--- src/hw/rtl/bgds_pkg.sv ---
// Shared types, tables and constants for the genotype decode block.
package bgds_pkg;

   localparam int MAX_SAMPLES_DEF = 65536;
   localparam int FRAC_BITS_DEF   = 16;

   localparam int REQ_TDATA_W = 16;
   localparam int RSP_TDATA_W = 96;
   localparam int CSR_ADDR_W  = 2;
   localparam int CSR_DATA_W  = 32;

   localparam logic [CSR_ADDR_W-1:0] REG_ADDR_ALT_FIRST = 2'd0;

   localparam logic [1:0] CODE_MISSING = 2'd1;

   typedef logic signed [2:0] geno_type;

   // code -> alt allele count; missing reads as -1
   localparam geno_type ALT_FIRST_MAP [4] = '{3'sd2, 3'b111, 3'sd1, 3'sd0};
   localparam geno_type REF_FIRST_MAP [4] = '{3'sd0, 3'b111, 3'sd1, 3'sd2};

endpackage

--- src/hw/rtl/bgds_decode.sv ---
// Two-bit genotype code extraction and allele-count mapping.
module bgds_decode (
   input  logic                alt_first,
   input  logic [7:0]          packed_byte,
   input  logic [1:0]          slot,
   output bgds_pkg::geno_type  genotype,
   output logic                is_missing
);

   logic [1:0] code;

   assign code       = packed_byte[{slot, 1'b0} +: 2];
   assign genotype   = alt_first ? bgds_pkg::ALT_FIRST_MAP[code]
                                 : bgds_pkg::REF_FIRST_MAP[code];
   assign is_missing = (code == bgds_pkg::CODE_MISSING);

endmodule

--- src/hw/rtl/bgds_divider.sv ---
// Restoring divider, one quotient bit a cycle, for (num << FRAC) / den.
module bgds_divider #(
   parameter int W    = 18,
   parameter int FRAC = 16
) (
   input  logic          clock,
   input  logic          reset,
   input  logic          start,
   input  logic [W-1:0]  num,
   input  logic [W-1:0]  den,
   output logic          done,
   output logic [FRAC:0] quot
);

   localparam int SW = $clog2(FRAC + 2);

   // Quotient is known to be below 2^(FRAC+1), so the top of the dividend
   // (num >> 1) already sits below den and only FRAC+1 steps remain.
   logic [W-1:0]  rem_ff,  rem_in;
   logic [W-1:0]  den_ff,  den_in;
   logic          lsb_ff,  lsb_in;
   logic [FRAC:0] quot_ff, quot_in;
   logic [SW-1:0] step_ff, step_in;
   logic          busy_ff, busy_in;
   logic          done_ff, done_in;

   logic          bit_in;
   logic [W:0]    trial;
   logic [W:0]    diff;
   logic          take;

   always_comb begin
      bit_in = (step_ff == '0) ? lsb_ff : 1'b0;
      trial  = {rem_ff, bit_in};
      diff   = trial - {1'b0, den_ff};
      take   = (trial >= {1'b0, den_ff});

      rem_in  = rem_ff;
      den_in  = den_ff;
      lsb_in  = lsb_ff;
      quot_in = quot_ff;
      step_in = step_ff;
      busy_in = busy_ff;
      done_in = 1'b0;

      if (start) begin
         rem_in  = num >> 1;
         den_in  = den;
         lsb_in  = num[0];
         quot_in = '0;
         step_in = '0;
         busy_in = 1'b1;
      end else if (busy_ff) begin
         rem_in  = take ? diff[W-1:0] : trial[W-1:0];
         quot_in = {quot_ff[FRAC-1:0], take};
         step_in = step_ff + 1'b1;
         if (step_ff == SW'(FRAC)) begin
            busy_in = 1'b0;
            done_in = 1'b1;
         end
      end
   end

   always_ff @(posedge clock) begin
      rem_ff  <= rem_in;
      den_ff  <= den_in;
      lsb_ff  <= lsb_in;
      quot_ff <= quot_in;
      if (reset) begin
         step_ff <= '0;
         busy_ff <= 1'b0;
         done_ff <= 1'b0;
      end else begin
         step_ff <= step_in;
         busy_ff <= busy_in;
         done_ff <= done_in;
      end
   end

   assign done = done_ff;
   assign quot = quot_ff;

endmodule

--- src/hw/rtl/bed_genotype_decode_stats.sv ---
// Genotype decode with per-marker statistics. Each req beat is one sample: a
// packed byte of four 2-bit codes and the slot to use; rsp returns its allele
// count, missing flag and index. A sample that is not the last of its marker
// is answered from the rsp register and a new beat is taken every cycle while
// rsp drains. The last sample of a marker runs two divisions on one shared
// bit-serial divider (missing rate, then alt frequency), and req_tready stays
// low while they run. The alt frequency division is skipped when every
// sample was missing. Counters clear after the last sample. Samples past
// MAX_SAMPLES in one marker are decoded but not counted.
module bed_genotype_decode_stats #(
   parameter int MAX_SAMPLES = bgds_pkg::MAX_SAMPLES_DEF,
   parameter int FRAC_BITS   = bgds_pkg::FRAC_BITS_DEF
) (
   input  logic                                clock,
   input  logic                                reset,
   input  logic                                req_tvalid,
   output logic                                req_tready,
   // [7:0] packed_byte, [9:8] slot, rest zero
   input  logic [bgds_pkg::REQ_TDATA_W-1:0]    req_tdata,
   input  logic                                req_tlast,
   output logic                                rsp_tvalid,
   input  logic                                rsp_tready,
   // [2:0] genotype, [3] is_missing, [19:4] sample_index, [37:20] alt_total,
   // [54:38] missing_total, [71:55] missing_rate, [88:72] alt_freq, rest zero
   output logic [bgds_pkg::RSP_TDATA_W-1:0]    rsp_tdata,
   output logic                                rsp_tlast,
   input  logic                                csr_psel,
   input  logic                                csr_penable,
   input  logic                                csr_pwrite,
   input  logic [bgds_pkg::CSR_ADDR_W-1:0]     csr_paddr,
   input  logic [bgds_pkg::CSR_DATA_W-1:0]     csr_pwdata,
   output logic [bgds_pkg::CSR_DATA_W-1:0]     csr_prdata,
   output logic                                csr_pready
);

   localparam int CW  = $clog2(MAX_SAMPLES + 1);
   localparam int AW  = CW + 1;
   localparam int IXW = (CW > 16) ? CW : 16;
   localparam int AXW = (AW > 18) ? AW : 18;
   localparam int MXW = (CW > 17) ? CW : 17;
   localparam int QXW = (FRAC_BITS + 1 > 17) ? FRAC_BITS + 1 : 17;

   typedef enum logic [2:0] {
      ST_IDLE = 3'b001,
      ST_RATE = 3'b010,
      ST_FREQ = 3'b100
   } state_type;

   state_type         state_ff,     state_in;
   logic              alt_first_ff, alt_first_in;
   logic [CW-1:0]     count_ff,     count_in;
   logic [CW-1:0]     miss_cnt_ff,  miss_cnt_in;
   logic [AW-1:0]     alt_sum_ff,   alt_sum_in;
   logic [AW-1:0]     alt_op_ff,    alt_op_in;
   logic [AW-1:0]     pres2_ff,     pres2_in;
   logic              rsp_valid_ff, rsp_valid_in;
   bgds_pkg::geno_type geno_ff,     geno_in;
   logic              miss_ff,      miss_in;
   logic [15:0]       idx_ff,       idx_in;
   logic              last_ff,      last_in;
   logic [17:0]       alt_tot_ff,   alt_tot_in;
   logic [16:0]       miss_tot_ff,  miss_tot_in;
   logic [16:0]       rate_ff,      rate_in;
   logic [16:0]       freq_ff,      freq_in;

   bgds_pkg::geno_type dec_geno;
   logic              dec_miss;
   logic              req_fire;
   logic              has_room;
   logic [CW-1:0]     count_new;
   logic [CW-1:0]     miss_new;
   logic [AW-1:0]     alt_new;
   logic [CW-1:0]     present_new;
   logic [CW-1:0]     idx_raw;
   logic [IXW-1:0]    idx_ext;
   logic [AXW-1:0]    alt_ext;
   logic [MXW-1:0]    miss_ext;
   logic [QXW-1:0]    quot_ext;
   logic              csr_write;

   logic              div_start;
   logic [AW-1:0]     div_num;
   logic [AW-1:0]     div_den;
   logic              div_done;
   logic [FRAC_BITS:0] div_quot;

   bgds_decode u_decode (
      .alt_first   (alt_first_ff),
      .packed_byte (req_tdata[7:0]),
      .slot        (req_tdata[9:8]),
      .genotype    (dec_geno),
      .is_missing  (dec_miss)
   );

   bgds_divider #(
      .W    (AW),
      .FRAC (FRAC_BITS)
   ) u_divider (
      .clock (clock),
      .reset (reset),
      .start (div_start),
      .num   (div_num),
      .den   (div_den),
      .done  (div_done),
      .quot  (div_quot)
   );

   assign req_tready = (state_ff == ST_IDLE) && (!rsp_valid_ff || rsp_tready);
   assign req_fire   = req_tvalid && req_tready;
   assign csr_write  = csr_psel && csr_penable && csr_pwrite && csr_pready &&
                       (csr_paddr == bgds_pkg::REG_ADDR_ALT_FIRST);

   always_comb begin
      has_room    = (count_ff < CW'(MAX_SAMPLES));
      count_new   = has_room ? count_ff + 1'b1 : count_ff;
      miss_new    = (has_room && dec_miss) ? miss_cnt_ff + 1'b1 : miss_cnt_ff;
      alt_new     = (has_room && !dec_miss) ? alt_sum_ff + AW'(dec_geno[1:0])
                                            : alt_sum_ff;
      present_new = count_new - miss_new;
      idx_raw     = has_room ? count_ff : CW'(MAX_SAMPLES - 1);
      idx_ext     = IXW'(idx_raw);
      alt_ext     = AXW'(alt_new);
      miss_ext    = MXW'(miss_new);
      quot_ext    = QXW'(div_quot);

      // first division straight from the incoming beat, second from the latch
      if (state_ff == ST_IDLE) begin
         div_num   = AW'(miss_new);
         div_den   = AW'(count_new);
         div_start = req_fire && req_tlast;
      end else begin
         div_num   = alt_op_ff;
         div_den   = pres2_ff;
         div_start = (state_ff == ST_RATE) && div_done && (pres2_ff != '0);
      end
   end

   always_comb begin
      state_in     = state_ff;
      alt_first_in = csr_write ? csr_pwdata[0] : alt_first_ff;
      count_in     = count_ff;
      miss_cnt_in  = miss_cnt_ff;
      alt_sum_in   = alt_sum_ff;
      alt_op_in    = alt_op_ff;
      pres2_in     = pres2_ff;
      rsp_valid_in = rsp_valid_ff && !rsp_tready;
      geno_in      = geno_ff;
      miss_in      = miss_ff;
      idx_in       = idx_ff;
      last_in      = last_ff;
      alt_tot_in   = alt_tot_ff;
      miss_tot_in  = miss_tot_ff;
      rate_in      = rate_ff;
      freq_in      = freq_ff;

      case (state_ff)
         ST_IDLE: begin
            if (req_fire) begin
               geno_in     = dec_geno;
               miss_in     = dec_miss;
               idx_in      = idx_ext[15:0];
               last_in     = req_tlast;
               rate_in     = '0;
               freq_in     = '0;
               alt_op_in   = alt_new;
               pres2_in    = {present_new, 1'b0};
               if (req_tlast) begin
                  alt_tot_in  = alt_ext[17:0];
                  miss_tot_in = miss_ext[16:0];
                  count_in    = '0;
                  miss_cnt_in = '0;
                  alt_sum_in  = '0;
                  state_in    = ST_RATE;
               end else begin
                  alt_tot_in   = '0;
                  miss_tot_in  = '0;
                  count_in     = count_new;
                  miss_cnt_in  = miss_new;
                  alt_sum_in   = alt_new;
                  rsp_valid_in = 1'b1;
               end
            end
         end
         ST_RATE: begin
            if (div_done) begin
               rate_in = quot_ext[16:0];
               if (pres2_ff == '0) begin
                  // every sample missing: frequency stays zero
                  rsp_valid_in = 1'b1;
                  state_in     = ST_IDLE;
               end else begin
                  state_in = ST_FREQ;
               end
            end
         end
         ST_FREQ: begin
            if (div_done) begin
               freq_in      = quot_ext[16:0];
               rsp_valid_in = 1'b1;
               state_in     = ST_IDLE;
            end
         end
         default: begin
            state_in = ST_IDLE;
         end
      endcase
   end

   always_ff @(posedge clock) begin
      alt_op_ff   <= alt_op_in;
      pres2_ff    <= pres2_in;
      geno_ff     <= geno_in;
      miss_ff     <= miss_in;
      idx_ff      <= idx_in;
      last_ff     <= last_in;
      alt_tot_ff  <= alt_tot_in;
      miss_tot_ff <= miss_tot_in;
      rate_ff     <= rate_in;
      freq_ff     <= freq_in;
      if (reset) begin
         state_ff     <= ST_IDLE;
         alt_first_ff <= 1'b0;
         count_ff     <= '0;
         miss_cnt_ff  <= '0;
         alt_sum_ff   <= '0;
         rsp_valid_ff <= 1'b0;
      end else begin
         state_ff     <= state_in;
         alt_first_ff <= alt_first_in;
         count_ff     <= count_in;
         miss_cnt_ff  <= miss_cnt_in;
         alt_sum_ff   <= alt_sum_in;
         rsp_valid_ff <= rsp_valid_in;
      end
   end

   assign rsp_tvalid = rsp_valid_ff;
   assign rsp_tlast  = last_ff;
   assign rsp_tdata  = {7'b0, freq_ff, rate_ff, miss_tot_ff, alt_tot_ff,
                        idx_ff, miss_ff, geno_ff};

   assign csr_pready = 1'b1;
   assign csr_prdata = (csr_paddr == bgds_pkg::REG_ADDR_ALT_FIRST)
                       ? {{(bgds_pkg::CSR_DATA_W - 1){1'b0}}, alt_first_ff}
                       : '0;

endmodule

--- config.mk ---
export PLATFORM = sky130hd
export DESIGN_NAME = bed_genotype_decode_stats
export DESIGN_NICKNAME = d
export VERILOG_FILES = /design/src/hw/rtl/bgds_pkg.sv /design/src/hw/rtl/bgds_decode.sv /design/src/hw/rtl/bgds_divider.sv /design/src/hw/rtl/bed_genotype_decode_stats.sv
export SDC_FILE = /design/constraint.sdc
export NUM_CORES = 1
export LEC_CHECK = 0
export BUFFER_PORTS_ARGS = -buffer_cell sky130_fd_sc_hd__clkbuf_2
export CORE_MARGIN = 3
export CORE_UTILIZATION = 54
export CTS_BUF_LIST = sky130_fd_sc_hd__clkbuf_4 sky130_fd_sc_hd__clkbuf_8
export DETAILED_ROUTE_END_ITERATION = 10
export GPL_ROUTABILITY_DRIVEN = 0
export GPL_TIMING_DRIVEN = 0
export PLACE_DENSITY = 0.79
export SKIP_LAST_GASP = 1
export SLEW_MARGIN = 20
export SYNTH_ARGS = -nofsm -noshare
export SYNTH_HDL_FRONTEND = slang
export SYNTH_SLANG_ARGS = --single-unit
--- constraint.sdc ---
create_clock -name clock -period 4.4 [get_ports clock]
set_clock_uncertainty 0.05 [all_clocks]
set_input_delay 0.44 -clock clock [delete_from_list [all_inputs] [get_ports clock]]
set_output_delay 0.44 -clock clock [all_outputs]
set_load 0.005 [all_outputs]
==> After elaboration in Yosys (flattened, before gate mapping) <==
Index checks and enable logic that the tools add are counted.
{ "totals": {"output_inout_bits": 132, "romBits": 0, "latchBits": 0, "regBits": 243, "elab_cells": 116, "mem_count": 0, "mem_bits_rw": 0} }
{ "classes": {"reduce_logical": 28, "shifts": 1, "n_bitwise": 2, "div_mod_pow": 0, "n_eq_ne": 9, "order_cmp": 3, "multipliers": 0, "muxes": 41, "add_sub_neg": 6} }
{ "op_table": {"columns": ["cell", "n"], "rows": [
  ["2-to-1 mux 17 bit", 9],
  ["2-to-1 mux 18 bit", 4],
  ["case mux 17 bit (2 select lines)", 2],
  ["adder 17 x 1 -> 17 bit, second input constant", 2],
  ["2-to-1 mux 3 bit", 10],
  ["greater-or-equal comparator 19 x 18 -> 1 bit", 1],
  ["adder 18 bit", 1],
  ["zero test 18 bit", 1],
  ["nonzero test 18 bit", 1],
  ["subtractor 18 bit", 1],
  ["less-than comparator 17 bit, second input constant", 1],
  ["subtractor 17 bit", 1],
  ["binary-select mux 3 bit (select 2 bit)", 2],
  ["2-to-1 mux 1 bit", 12],
  ["logical AND 1 bit", 11],
  ["case mux 3 bit (3 select lines)", 1],
  ["variable part select 8 x 4 -> 2 bit", 1],
  ["AND reduction 3 bit", 2],
  ["nonzero test 2 bit", 3],
  ["adder 5 x 1 -> 5 bit, second input constant", 1],
  ["equality test 5 bit, second input constant", 1],
  ["zero test 5 bit", 1],
  ["!= test 2 x 1 -> 1 bit, second input constant", 2],
  ["!= test 2 bit, second input constant", 2],
  ["other kinds (15)", 17]
]} }

==> Longest topological paths before layout <==
Gate-level depths: netlist of run 1.
{ "depth": {"word_depth": 9, "mapped_depth": 19} }

==> Hierarchy <==
From an unflattened synthesis of run 1, not the netlist that was laid out.
{ "unflattened": {"cells_unflattened": 1298, "area_unflattened_um2": 12992.5} }
{ "modules_own_cells": {"columns": ["mod", "n_inst", "seq_area_each_um2", "area_each_um2", "cells_per_inst"], "rows": [
  ["bed_genotype_decode_stats", 1, 4894.7, 9487.8, 956],
  ["bgds_divider", 1, 1581.5, 3367.0, 330],
  ["bgds_decode", 1, 0.0, 137.6, 12]
]} }

==> Worst setup path before layout of run 1 <==
Ideal clock, no wire load.
{ "synth_timing": {"path_type": "reg2reg", "startpoint": "reg state_ff[0]", "endpoint": "reg miss_cnt_ff[10]", "setup_time_ps": 128, "path_stages_with_launch": 10, "slack_ps": -248, "t_required_ps": 4222, "synth_period_minus_slack_ps": 4648, "path_buffers": 1, "arrival_time_ps": 4470, "path_cell_list": "dfxtp_1 > inv_2 > nor3_4 > and2_1 > nand2_1 > inv_2 > clkbuf_1 > o21ai_0 > a22oi_1 > nor2_1"} }
{ "synth_between": {"elab_chain_cells": 4} }
{ "synth_rtl": {"columns": ["element", "line_no", "rtl"], "rows": [
  ["start, declared", "bed_genotype_decode_stats.sv:49", "state_type state_ff, state_in;"],
  ["start signal, assigned", "bed_genotype_decode_stats.sv:228", "state_ff <= state_in;"],
  ["equality test 3 x 1 -> 1 bit", "bed_genotype_decode_stats.sv:108", "assign req_tready = (state_ff == ST_IDLE) && (!rsp_valid_ff || rsp_tready);"],
  ["logical AND 1 bit", "bed_genotype_decode_stats.sv:108", null],
  ["via req_tready", "bed_genotype_decode_stats.sv:17", "output logic req_tready,"],
  ["logical AND 1 bit", "bed_genotype_decode_stats.sv:109", "assign req_fire = req_tvalid && req_tready;"],
  ["AND reduction 2 bit (no line)", null, null],
  ["end signal, assigned", "bed_genotype_decode_stats.sv:231", "miss_cnt_ff <= miss_cnt_in;"],
  ["end, declared", "bed_genotype_decode_stats.sv:52", "logic [CW-1:0] miss_cnt_ff, miss_cnt_in;"]
]} }
The timed path passes the listed nets, and every way through them passes these cells.
A chain may end at the register's enable or synchronous reset.

==> Worst setup path in the final report of run 1 <==
{ "layout_timing": {"startpoint": "in req_tdata[9] (netlist bit)", "endpoint": "reg pres2_ff[17] (data pin)"} }
{ "layout_between": {"elab_chain_cells": 5} }
{ "layout_rtl": {"columns": ["element", "line_no", "rtl"], "rows": [
  ["start, declared", "bed_genotype_decode_stats.sv:19", "input logic [bgds_pkg::REQ_TDATA_W-1:0] req_tdata,"],
  ["variable part select 8 x 4 -> 2 bit", "bgds_decode.sv:12", "assign code = packed_byte[{slot, 1'b0} +: 2];"],
  ["equality test 2 x 1 -> 1 bit", "bgds_decode.sv:15", "assign is_missing = (code == bgds_pkg::CODE_MISSING);"],
  ["via dec_miss", "bed_genotype_decode_stats.sv:67", "logic dec_miss;"],
  ["logical AND 1 bit", "bed_genotype_decode_stats.sv:116", "miss_new = (has_room && dec_miss) ? miss_cnt_ff + 1'b1 : miss_cnt_ff;"],
  ["2-to-1 mux 17 bit", "bed_genotype_decode_stats.sv:116", null],
  ["subtractor 17 bit", "bed_genotype_decode_stats.sv:119", "present_new = count_new - miss_new;"],
  ["via present_new[16]", "bed_genotype_decode_stats.sv:73", "logic [CW-1:0] present_new;"],
  ["end signal, assigned", "bed_genotype_decode_stats.sv:211", "pres2_ff <= pres2_in;"],
  ["end, declared", "bed_genotype_decode_stats.sv:55", "logic [AW-1:0] pres2_ff, pres2_in;"]
]} }
The timed path passes the listed nets, and every way through them passes these cells.

==> results of run 1 <==
-- flip-flops by register name, indices dropped and copies added (netlist names), 18 cells and up --
name,flops
alt_op_ff,18
alt_sum_ff,18
alt_tot_ff,18
u_divider.den_ff,18
u_divider.rem_ff,18
-- repair_timing --
item	CTS	global route
buffers inserted	0	2
cloned	0	0
pin swaps	0	2
setup endpoints to repair	2	2
resized for setup	4	6
-- worst min-delay path, cell delays in order --
cell and delay, ns:
sky130_fd_sc_hd__clkbuf_2 0.08, sky130_fd_sc_hd__mux2i_1 0.05, sky130_fd_sc_hd__nor2_1 0.07
-- cell usage after synthesis (all sizes together), types with 22 or more instances --
cell    number  area, sq um
a21oi       61          320
a22oi       22          165
and2        38          240
and3        24          150
buf         53          384
clkbuf      47          176
dfxtp       82         1640
edfxtp     161         4830
ha          56          701
inv         53          199
mux2i       44          453
nand2      116          443
nand3       27          145
nor2       146          558
nor3        27          156
o21ai       76          395
or2         22          138
xnor2       46          403
xor2        29          254
-- power by group through the flow --
stage	registers (mW)	clock network, mW	logic, mW
CTS	2.75	2.28	1.22
finish	2.75	2.26	1.24
floorplan	2.78	0	0.900
detailed placement	2.80	0	1.21
global route	2.77	2.40	1.37
global placement	2.80	0	1.18
-- per-layer routing --
layer / track usage [%] / wire, um / vias to the layer above
met3: 4.13 / 2340 / 74
met4: 9.35 / 1080 / 0
met2: 40.4 / 15200 / 449
met5: 0 / 0 / -
met1: 31.0 / 13000 / 4810
li1: - / - / 4882
-- logic make-up after synthesis --
group	synth area share, %
AOI/OAI and AO/OA	11.8
xor gates and xnor gates	5.05
adders and majority gates	5.84
buffers and inverters	5.83
DFF	49.8
muxes	4.03
other	0.0577
and+or+nand+nor	17.7
-- worst paths after layout --
kind / end / slack (ns)
hold reg to reg: state_ff[2] / 0.45
setup / recovery: pres2_ff[17] / 0.19
hold / removal: alt_first_ff / 0.07
setup reg to reg: pres2_ff[17] / 0.40
-- cell type report --
class	instances	area (sq um)	area share [%]
well taps	319	399	2.64
multi-input cells	931	5990	39.5
clock inverters	18	199	1.31
plain buffers	100	571	3.77
flip-flops and latches	243	6480	42.8
repair buffers	114	576	3.80
clock buffers	58	736	4.86
inverters	53	199	1.31
-- stage by stage --
| stage | total power, mW | instance area (sq um) | util, % | cells | setup WS, ns |
|---|---|---|---|---|---|
| floorplan | 3.68 | 13200 | - | 1327 | 0.215 |
| global placement | 3.98 | 14100 | 59.8 | 1758 | -0.673 |
| global route | 6.54 | 15100 | 64.1 | 1836 | -0.00404 |
| CTS | 6.26 | 15100 | 63.9 | 1834 | 0.0683 |
| detailed placement | 4.01 | 14100 | 59.8 | 1758 | -0.728 |
| finish | 6.25 | 15100 | 64.1 | 1836 | 0.194 |
==> flow_metrics.tcl, run 1 <==
set metrics [dict create \
    crit_path_frequent_cell "sky130_fd_sc_hd__buf_2" \
    worst_ir_drop_vdd_mv 0.260 \
    drt_initial_violations 939 \
    worst-slew-pin-transition_ns 1.01 \
    seq_area_frac_synth_pct 49.8 \
    power.share.switching_pct 28.1 \
    hold_slack_ns 0.0746 \
    die_w_um 161 \
    highest_count_cells_in_the_layout_ignoring_fill_and_taps "sky130_fd_sc_hd__edfxtp_1, sky130_fd_sc_hd__nor2_1, sky130_fd_sc_hd__nand2_1, sky130_fd_sc_hd__clkbuf_2, sky130_fd_sc_hd__dfxtp_1" \
    post_route_cells_drive_above_1_share_pct 19.8 \
    timing.setup.tns_ns 0 \
    timing.critical_path.fanout_max 6 \
    number_of_antenna_violations_at_the_first_check_in_global_routing 0 \
    hpwl_mm 22.6 \
    htree_levels 2 \
    drcViolationCount 0 \
    synthesis.yosys.warnings 0 \
    crit-reg2reg-launch "count_ff[7]" \
    cell_depth_of_the_worst_hold_path 3 \
    power.share.sequential_pct 44.1 \
    final_common_cell "sky130_fd_sc_hd__edfxtp_1" \
    total_routing_usage_gr_pct 24.0 \
    detailroute.via_count 10200 \
    finalCritPeriodShare_pct 95.6 \
    timing.critical_path.from "req_tdata[9]" \
    avgSynthCellArea_sq_um 10.1 \
    hold_path_class "primary input to flop" \
    leakagePower_nw 6.42 \
    starting_density_of_the_core_pct 55.1 \
    io_buffers 112 \
    drv_cap 0 \
    cts.hold.buffers_added 0 \
    clk_latency_ns 0.55 \
    worst-setup-path-type "primary input to flop" \
    drtAntennaViolNets 0 \
    via_per_inst 5.56 \
    placementRows 56 \
    fin_nets 1601 \
    cts_buffers 41 \
    antenna_cells 0 \
    syn_inst 1290 \
    r2r_cells 12 \
    cts_root_buf "sky130_fd_sc_hd__clkbuf_8" \
    post_synth_instance_area_sq_um 13000 \
    detail_route.wl_per_cell_um 17.2 \
    min-delay-start "csr_pwdata[0]" \
    outcome "completed" \
    net-switching-power_mw 1.75 \
    area.growth.synth_to_final_pct 16.3 \
    tritoncts "done" \
    grt_max_degree 101 \
    critical_path_required_ns 4.64 \
    finalMaxSlewViolations 0 \
    cp_num_cells 18 \
    synth_top_flop_cell "sky130_fd_sc_hd__edfxtp_1" \
    grt-ovfl-total 0 \
    wire_length_of_the_first_global_routing_pass_mm 49.9 \
    cts_buffer_depth 3 \
    p_int_mw 4.50 \
    finalSetupViolCount 0 \
    cp_slowest_stage_delay_ns 0.39 \
    crit_slowest_cell "sky130_fd_sc_hd__ha_1" \
    die_footprint_sq_um 26000 \
    critical_path_arrival_ns 4.44 \
    p_comb_share_pct 19.9 \
    route.final.wire_length_mm 31.6 \
    floorplan.core_area_sq_um 23600 \
    pwr_density_cell_nw_per_um2 413 \
    final_hold_viol_count 0 \
    post_synth_num_cell_types 80 \
    worstSetupEndpointType "flop" \
    io_pins 190 \
    fill_cells 1892 \
    cp-start-kind "primary input" \
    path_clk_slew_ns 0.06 \
    worst_relative_slew_slack_pct 32.4 \
    floorplan.die.height_um 161 \
    max_freq_mhz 238 \
    share_clk_of_total_power_pct 36.1 \
    critPathTopFamily "compound AO/OA/AOI/OAI gates" \
    clock_sinks 243 \
    postSynth.asyncResetShare_pct 0 \
    crit_buf_inv 3 \
    drt_pass1_iterations 5 \
    first_global_vias 9648 \
    synth_enable_flop_cells 161 \
    critical_path.cell_chain "clkbuf_2 -> mux2_2 -> o21ai_2 -> ha_2 -> nor2b_1 -> buf_2 -> and4_1 -> buf_2 -> nand3_2 -> nor2_2 -> xnor2_2 -> ha_1 -> and2_1 -> a22o_1 -> a311o_1 -> a31o_2 -> a21oi_1 -> xnor2_1" \
    period_minus_slack_ns 4.21 \
    number_of_storage_elements_in_the_synthesis_netlist 243 \
]
No activity file was read; power rests on OpenSTA's default activity.
==> inputs of run 2 (changes only) <==
--- a/config.mk
+++ b/config.mk
@@ -7,12 +7,11 @@
 export LEC_CHECK = 0
 export BUFFER_PORTS_ARGS = -buffer_cell sky130_fd_sc_hd__clkbuf_2
 export CORE_MARGIN = 3
-export CORE_UTILIZATION = 54
+export CORE_UTILIZATION = 36
 export CTS_BUF_LIST = sky130_fd_sc_hd__clkbuf_4 sky130_fd_sc_hd__clkbuf_8
 export DETAILED_ROUTE_END_ITERATION = 10
 export GPL_ROUTABILITY_DRIVEN = 0
 export GPL_TIMING_DRIVEN = 0
-export PLACE_DENSITY = 0.79
 export SKIP_LAST_GASP = 1
 export SLEW_MARGIN = 20
 export SYNTH_ARGS = -nofsm -noshare
==> constraint.sdc (replaced) <==
create_clock -name clock -period 4.4 [get_ports clock]
set_clock_uncertainty 0.05 [all_clocks]
set_input_delay 1.1 -clock clock [delete_from_list [all_inputs] [get_ports clock]]
set_output_delay 1.1 -clock clock [all_outputs]
set_load 0.005 [all_outputs]
==> flow_metrics.tcl, run 2 (synthesis gave the netlist of run 1 again) <==
set metrics [dict create \
    outcome "completed" \
    hold_slack_ns 0.454 \
    io_pins 190 \
    design_power_total_mw 6.17 \
    grt_max_degree 67 \
    floorplan.die.height_um 196 \
    crit_buf_inv 2 \
    crit-reg2reg-launch "count_ff[7]" \
    starting_density_of_the_core_pct 36.6 \
    dpl.cell_count 1901 \
    cp_num_cells 15 \
    r2r_cells 12 \
    cp-start-kind "primary input" \
    max_freq_mhz 228 \
    fill_cells 3476 \
    die_w_um 196 \
    utilization_pct 44.1 \
    worst-slew-pin-transition_ns 0.834 \
    finalNonFillerCells 1994 \
    grt_setup_unrepaired "true" \
    io_buffers 112 \
    dpl_worst_slack_ns -0.905 \
    worst_ir_drop_vdd_mv 0.278 \
    tritoncts "done" \
    total_routing_usage_gr_pct 17.7 \
    power.share.sequential_pct 44.7 \
    p_comb_share_pct 20.5 \
    cts_buffers 43 \
    net-switching-power_mw 1.78 \
    drcViolationCount 0 \
    detailroute.via_count 10100 \
    final_common_cell "sky130_fd_sc_hd__edfxtp_1" \
    regToRegSetupSlack_ns 0.59 \
    clock_sinks 243 \
    placementRows 69 \
    share_clk_of_total_power_pct 34.8 \
    grt-ovfl-total 0 \
    finalCritPeriodShare_pct 99.6 \
    pwr_density_cell_nw_per_um2 393 \
    cp_slowest_stage_delay_ns 0.59 \
    post-route-worst-setup-slack_ns 0.0156 \
    period_minus_slack_ns 4.38 \
    drv_cap 0 \
    critical_path.reg2reg.endpoint "pres2_ff[17]" \
    final_hold_viol_count 0 \
    clk_latency_ns 0.59 \
    critical_path_required_ns 4.69 \
    worst-setup-path-type "primary input to flop" \
    critical_path_arrival_ns 4.67 \
    post_route_cells_drive_above_1_share_pct 21.9 \
    first_global_vias 9852 \
    finalSetupViolCount 0 \
    hpwl_mm 24.9 \
    number_of_antenna_violations_at_the_first_check_in_global_routing 0 \
    cts.hold.buffers_added 0 \
    floorplan.core_area_sq_um 35600 \
    worst_relative_slew_slack_pct 44.2 \
    critPathTopFamily "simple AND/OR/NAND/NOR gates" \
    route.final.wire_length_mm 34.6 \
    path_clk_slew_ns 0.06 \
    p_int_mw 4.39 \
    leakagePower_nw 6.50 \
    power.share.switching_pct 28.8 \
    drt_pass1_iterations 5 \
    crit_path_frequent_cell "sky130_fd_sc_hd__xnor2_1" \
    timing.critical_path.from "req_tdata[8]" \
    critical_path.cell_chain "clkbuf_2 -> mux4_2 -> ha_4 -> and4b_1 -> and4_1 -> buf_6 -> xnor2_1 -> ha_1 -> nor2_1 -> o21a_1 -> a311oi_1 -> or3_1 -> a31o_2 -> a21oi_2 -> xnor2_1" \
    hold_path_class "flop to flop" \
    fin_nets 1618 \
    drt_initial_violations 789 \
    via_per_inst 5.05 \
    htree_levels 2 \
    crit_slowest_cell "sky130_fd_sc_hd__xnor2_1" \
    crit_path_end "pres2_ff[16]" \
    cts_buffer_depth 3 \
    cts_root_buf "sky130_fd_sc_hd__clkbuf_8" \
    highest_count_cells_in_the_layout_ignoring_fill_and_taps "sky130_fd_sc_hd__edfxtp_1, sky130_fd_sc_hd__nor2_1, sky130_fd_sc_hd__nand2_1, sky130_fd_sc_hd__clkbuf_2, sky130_fd_sc_hd__dfxtp_1" \
    worstSetupEndpointType "flop" \
    area.growth.synth_to_final_pct 20.5 \
    wire_length_of_the_first_global_routing_pass_mm 53.7 \
    timing.critical_path.fanout_max 6 \
    antenna_cells 0 \
    finalMaxSlewViolations 0 \
    drtAntennaViolNets 0 \
    detail_route.wl_per_cell_um 17.4 \
    die_footprint_sq_um 38500 \
]
==> run 2: repair_timing <==
item / 4_1_cts / 5_1_grt
gates resized for setup: 10 / 25
buffers inserted: 2 / 14
pin swaps: 0 / 10
endpoints found under the setup margin: 4 / 6
==> run 2: layout make-up <==
| cell class | count | area (sq um) | share of cell area (%) |
|---|---|---|---|
| plain buffers | 100 | 589 | 3.76 |
| multi-input cells | 931 | 6250 | 39.8 |
| well taps | 461 | 577 | 3.68 |
| clock inverters | 18 | 139 | 0.885 |
| clock buffers | 59 | 737 | 4.70 |
| repair buffers | 129 | 721 | 4.59 |
| flip-flops and latches | 243 | 6480 | 41.3 |
| inverters | 53 | 203 | 1.29 |
==> run 2: power by group through the flow <==
stage	clock network, mW	registers (mW)	logic (mW)
after CTS	2.22	2.76	1.25
after floorplan	0	2.78	0.904
after detailed placement	0	2.80	1.24
after global placement	0	2.81	1.22
after global routing	2.31	2.77	1.41
final	2.15	2.76	1.26
==> run 2: metrics by stage <==
step | area (sq um) | TNS, ns
after global routing | 15700 | -0.115
after floorplan | 13300 | -0.141
final | 15700 | 0
after global placement | 14400 | -14.93
after CTS | 15400 | -0.0746
after detailed placement | 14400 | -15.58
==> run 2: worst register-to-register path, delay by kind of cell (launching register included) <==
kind,cells,cell delay [ns]
flops,1,0.30
fa+ha+maj,1,0.30
xor+xnor,2,0.54
simple gates,4,1.15
compound gates,4,0.90
buf+inv,1,0.34
==> run 2: worst min path at each step <==
stage	from	end	slack (ns)	cells past startpoint
after floorplan	alt_sum_ff[16]	alt_sum_ff[16]	0.41	2
after global placement	alt_sum_ff[16]	alt_sum_ff[16]	0.43	2
after detailed placement	u_divider.rem_ff[17]	u_divider.rem_ff[17]	0.45	2
after CTS	u_divider.rem_ff[17]	u_divider.rem_ff[17]	0.45	2
after global routing	state_ff[0]	state_ff[2]	0.50	1
final	u_divider.rem_ff[17]	u_divider.rem_ff[17]	0.45	2
==> run 2: metal layers <==
metal | share of wire (%) | up-vias | global-route usage (%) | routed length [um]
met5 | 0 | - | 0 | 0
met4 | 3.0 | 0 | 6.26 | 1040
met3 | 6.1 | 59 | 3.55 | 2100
met2 | 47 | 296 | 29.8 | 16400
met1 | 43 | 4806 | 22.8 | 15000
li1 | - | 4917 | - | -
==> inputs of run 3 (changes only) <==
--- a/config.mk
+++ b/config.mk
@@ -12,6 +12,7 @@
 export DETAILED_ROUTE_END_ITERATION = 10
 export GPL_ROUTABILITY_DRIVEN = 0
 export GPL_TIMING_DRIVEN = 0
+export SETUP_SLACK_MARGIN = 0.1
 export SKIP_LAST_GASP = 1
 export SLEW_MARGIN = 20
 export SYNTH_ARGS = -nofsm -noshare
==> flow_metrics.tcl, run 3 (synthesis gave the netlist of run 1 again) <==
set metrics [dict create \
    wl_met1_mm 15.6 \
    crit-reg2reg-launch "count_ff[7]" \
    drt_pass1_iterations 4 \
    pwr_density_cell_nw_per_um2 386 \
    detailroute.via_count 10200 \
    die_w_um 196 \
    number_of_antenna_violations_at_the_first_check_in_global_routing 0 \
    drtAntennaViolNets 0 \
    wire_length_of_the_first_global_routing_pass_mm 53.4 \
    drcViolationCount 0 \
    final_common_cell "sky130_fd_sc_hd__edfxtp_1" \
    outcome "completed" \
    cts_root_buf "sky130_fd_sc_hd__clkbuf_8" \
    leakagePower_nw 6.56 \
    critical_path_required_ns 4.69 \
    cts.hold.buffers_added 0 \
    worst_relative_slew_slack_pct 41.9 \
    die_footprint_sq_um 38500 \
    floorplan.die.height_um 196 \
    drv_cap 0 \
    period_minus_slack_ns 4.25 \
    total_routing_usage_gr_pct 17.6 \
    cts_buffer_depth 3 \
    min-delay-start "miss_cnt_ff[16]" \
    worst-slew-pin-transition_ns 0.863 \
    post-route-worst-setup-slack_ns 0.154 \
    clk_latency_ns 0.59 \
    path_clk_slew_ns 0.05 \
    dpl_worst_slack_ns -0.957 \
    met3_length_mm 1.83 \
    route.top_layer_used "met4" \
    area.growth.synth_to_final_pct 21.9 \
    via_per_inst 5.09 \
    grt_max_degree 70 \
    drt_initial_violations 675 \
    highest_count_cells_in_the_layout_ignoring_fill_and_taps "sky130_fd_sc_hd__edfxtp_1, sky130_fd_sc_hd__nor2_1, sky130_fd_sc_hd__nand2_1, sky130_fd_sc_hd__clkbuf_2, sky130_fd_sc_hd__dfxtp_1" \
    cp-start-kind "primary input" \
    io_buffers 112 \
    worst-setup-path-type "primary input to flop" \
    cts_buffers 43 \
    floorplan.core_area_sq_um 35600 \
    fill_cells 3419 \
    htree_levels 2 \
    detail_route.wl_per_cell_um 17.4 \
    timing.critical_path.fanout_max 6 \
    fin_nets 1628 \
    io_pins 190 \
    max_freq_mhz 236 \
    post_route_cells_drive_above_1_share_pct 23.4 \
    worstSetupEndpointType "flop" \
    grt_setup_unrepaired "false" \
    detailroute.wirelength.met2_mm 16.0 \
    finalCritPeriodShare_pct 96.5 \
    hpwl_mm 24.9 \
    grt-ovfl-total 0 \
    worst_ir_drop_vdd_mv 0.220 \
    antenna_cells 0 \
    timing.critical_path.from "req_tdata[9]" \
    first_global_vias 9722 \
    final_hold_viol_count 0 \
    tritoncts "done" \
    clock_sinks 243 \
    finalSetupViolCount 0 \
    route.final.wire_length_mm 34.8 \
    critical_path_arrival_ns 4.54 \
    finalMaxSlewViolations 0 \
    starting_density_of_the_core_pct 36.6 \
    utilization_pct 44.6 \
    hold_path_class "flop to flop" \
    placementRows 69 \
]
## run 3: cell types whose count changed in the layout (fill, tap and decap cells not counted), moves of 3 or more
cell / change
sky130_fd_sc_hd__o21ai_1: -3
sky130_fd_sc_hd__ha_4: +4
sky130_fd_sc_hd__buf_4: +12
sky130_fd_sc_hd__o21ai_2: +3
sky130_fd_sc_hd__ha_1: -6
## run 3: area by class of cell
class / count / area [sq um] / share of cell area (%)
clock buffers: 62 / 772 / 4.86
flip-flops and latches: 243 / 6480 / 40.8
multi-input cells: 931 / 6370 / 40.1
plain buffers: 100 / 589 / 3.71
inverters: 53 / 203 / 1.28
well taps: 461 / 577 / 3.63
repair buffers: 139 / 801 / 5.05
clock inverters: 16 / 83.8 / 0.528
## run 3: critical path, stage by stage
cell	delay, ns
sky130_fd_sc_hd__buf_4	0.13
sky130_fd_sc_hd__mux2_4	0.30
sky130_fd_sc_hd__o21ai_4	0.15
sky130_fd_sc_hd__ha_4	0.18
sky130_fd_sc_hd__nor2b_4	0.15
sky130_fd_sc_hd__buf_6	0.15
sky130_fd_sc_hd__and4_1	0.22
sky130_fd_sc_hd__buf_6	0.15
sky130_fd_sc_hd__nand3_4	0.11
sky130_fd_sc_hd__nor2_4	0.23
sky130_fd_sc_hd__nand3_4	0.12
sky130_fd_sc_hd__xor2_4	0.19
sky130_fd_sc_hd__ha_4	0.18
sky130_fd_sc_hd__or3_1	0.30
sky130_fd_sc_hd__or3_1	0.40
sky130_fd_sc_hd__a31o_2	0.23
sky130_fd_sc_hd__a21oi_2	0.13
sky130_fd_sc_hd__xnor2_1	0.08
## run 3: per-layer routing
| layer | global-route usage [%] | vias up |
|---|---|---|
| met5 | 0 | - |
| met4 | 6.94 | 0 |
| met3 | 3.88 | 75 |
| met2 | 28.4 | 264 |
| met1 | 23.2 | 4916 |
| li1 | - | 4950 |
## run 3: worst paths after layout
| kind | to | slack (ns) | cells past startpoint |
|---|---|---|---|
| worst max-delay path | pres2_ff[16] | 0.15 | 18 |
| worst min register to register | miss_cnt_ff[16] | 0.46 | 2 |
| worst min-delay path | miss_cnt_ff[16] | 0.46 | 2 |
| worst max register to register | pres2_ff[17] | 0.50 | 12 |
## run 3: metrics by stage
| stage | hold WS (ns) | power (mW) | instances | TNS [ns] | area, sq um |
|---|---|---|---|---|---|
| 6_report | 0.461 | 6.12 | 2005 | 0 | 15900 |
| 5_1_grt | 0.490 | 6.44 | 2005 | 0 | 15900 |
| 4_1_cts | 0.455 | 6.16 | 1987 | -0.0243 | 15500 |
| 3_5_place_dp | 0.445 | 4.04 | 1901 | -16.60 | 14400 |
| 3_3_place_gp | 0.428 | 4.02 | 1900 | -14.57 | 14400 |
| 2_1_floorplan | 0.413 | 3.69 | 1327 | -0.141 | 13300 |
## run 3: what timing repair did
action,in CTS,in global routing
pin swaps,4,19
resized for setup,16,43
endpoints found under the setup margin,11,10
setup buffers,8,18
## run 3: power breakdown
part / internal [mW] / switching [mW] / total [mW]
sequential: 2.67 / 0.0858 / 2.76
combinational: 0.521 / 0.743 / 1.26
clock: 1.13 / 0.966 / 2.10
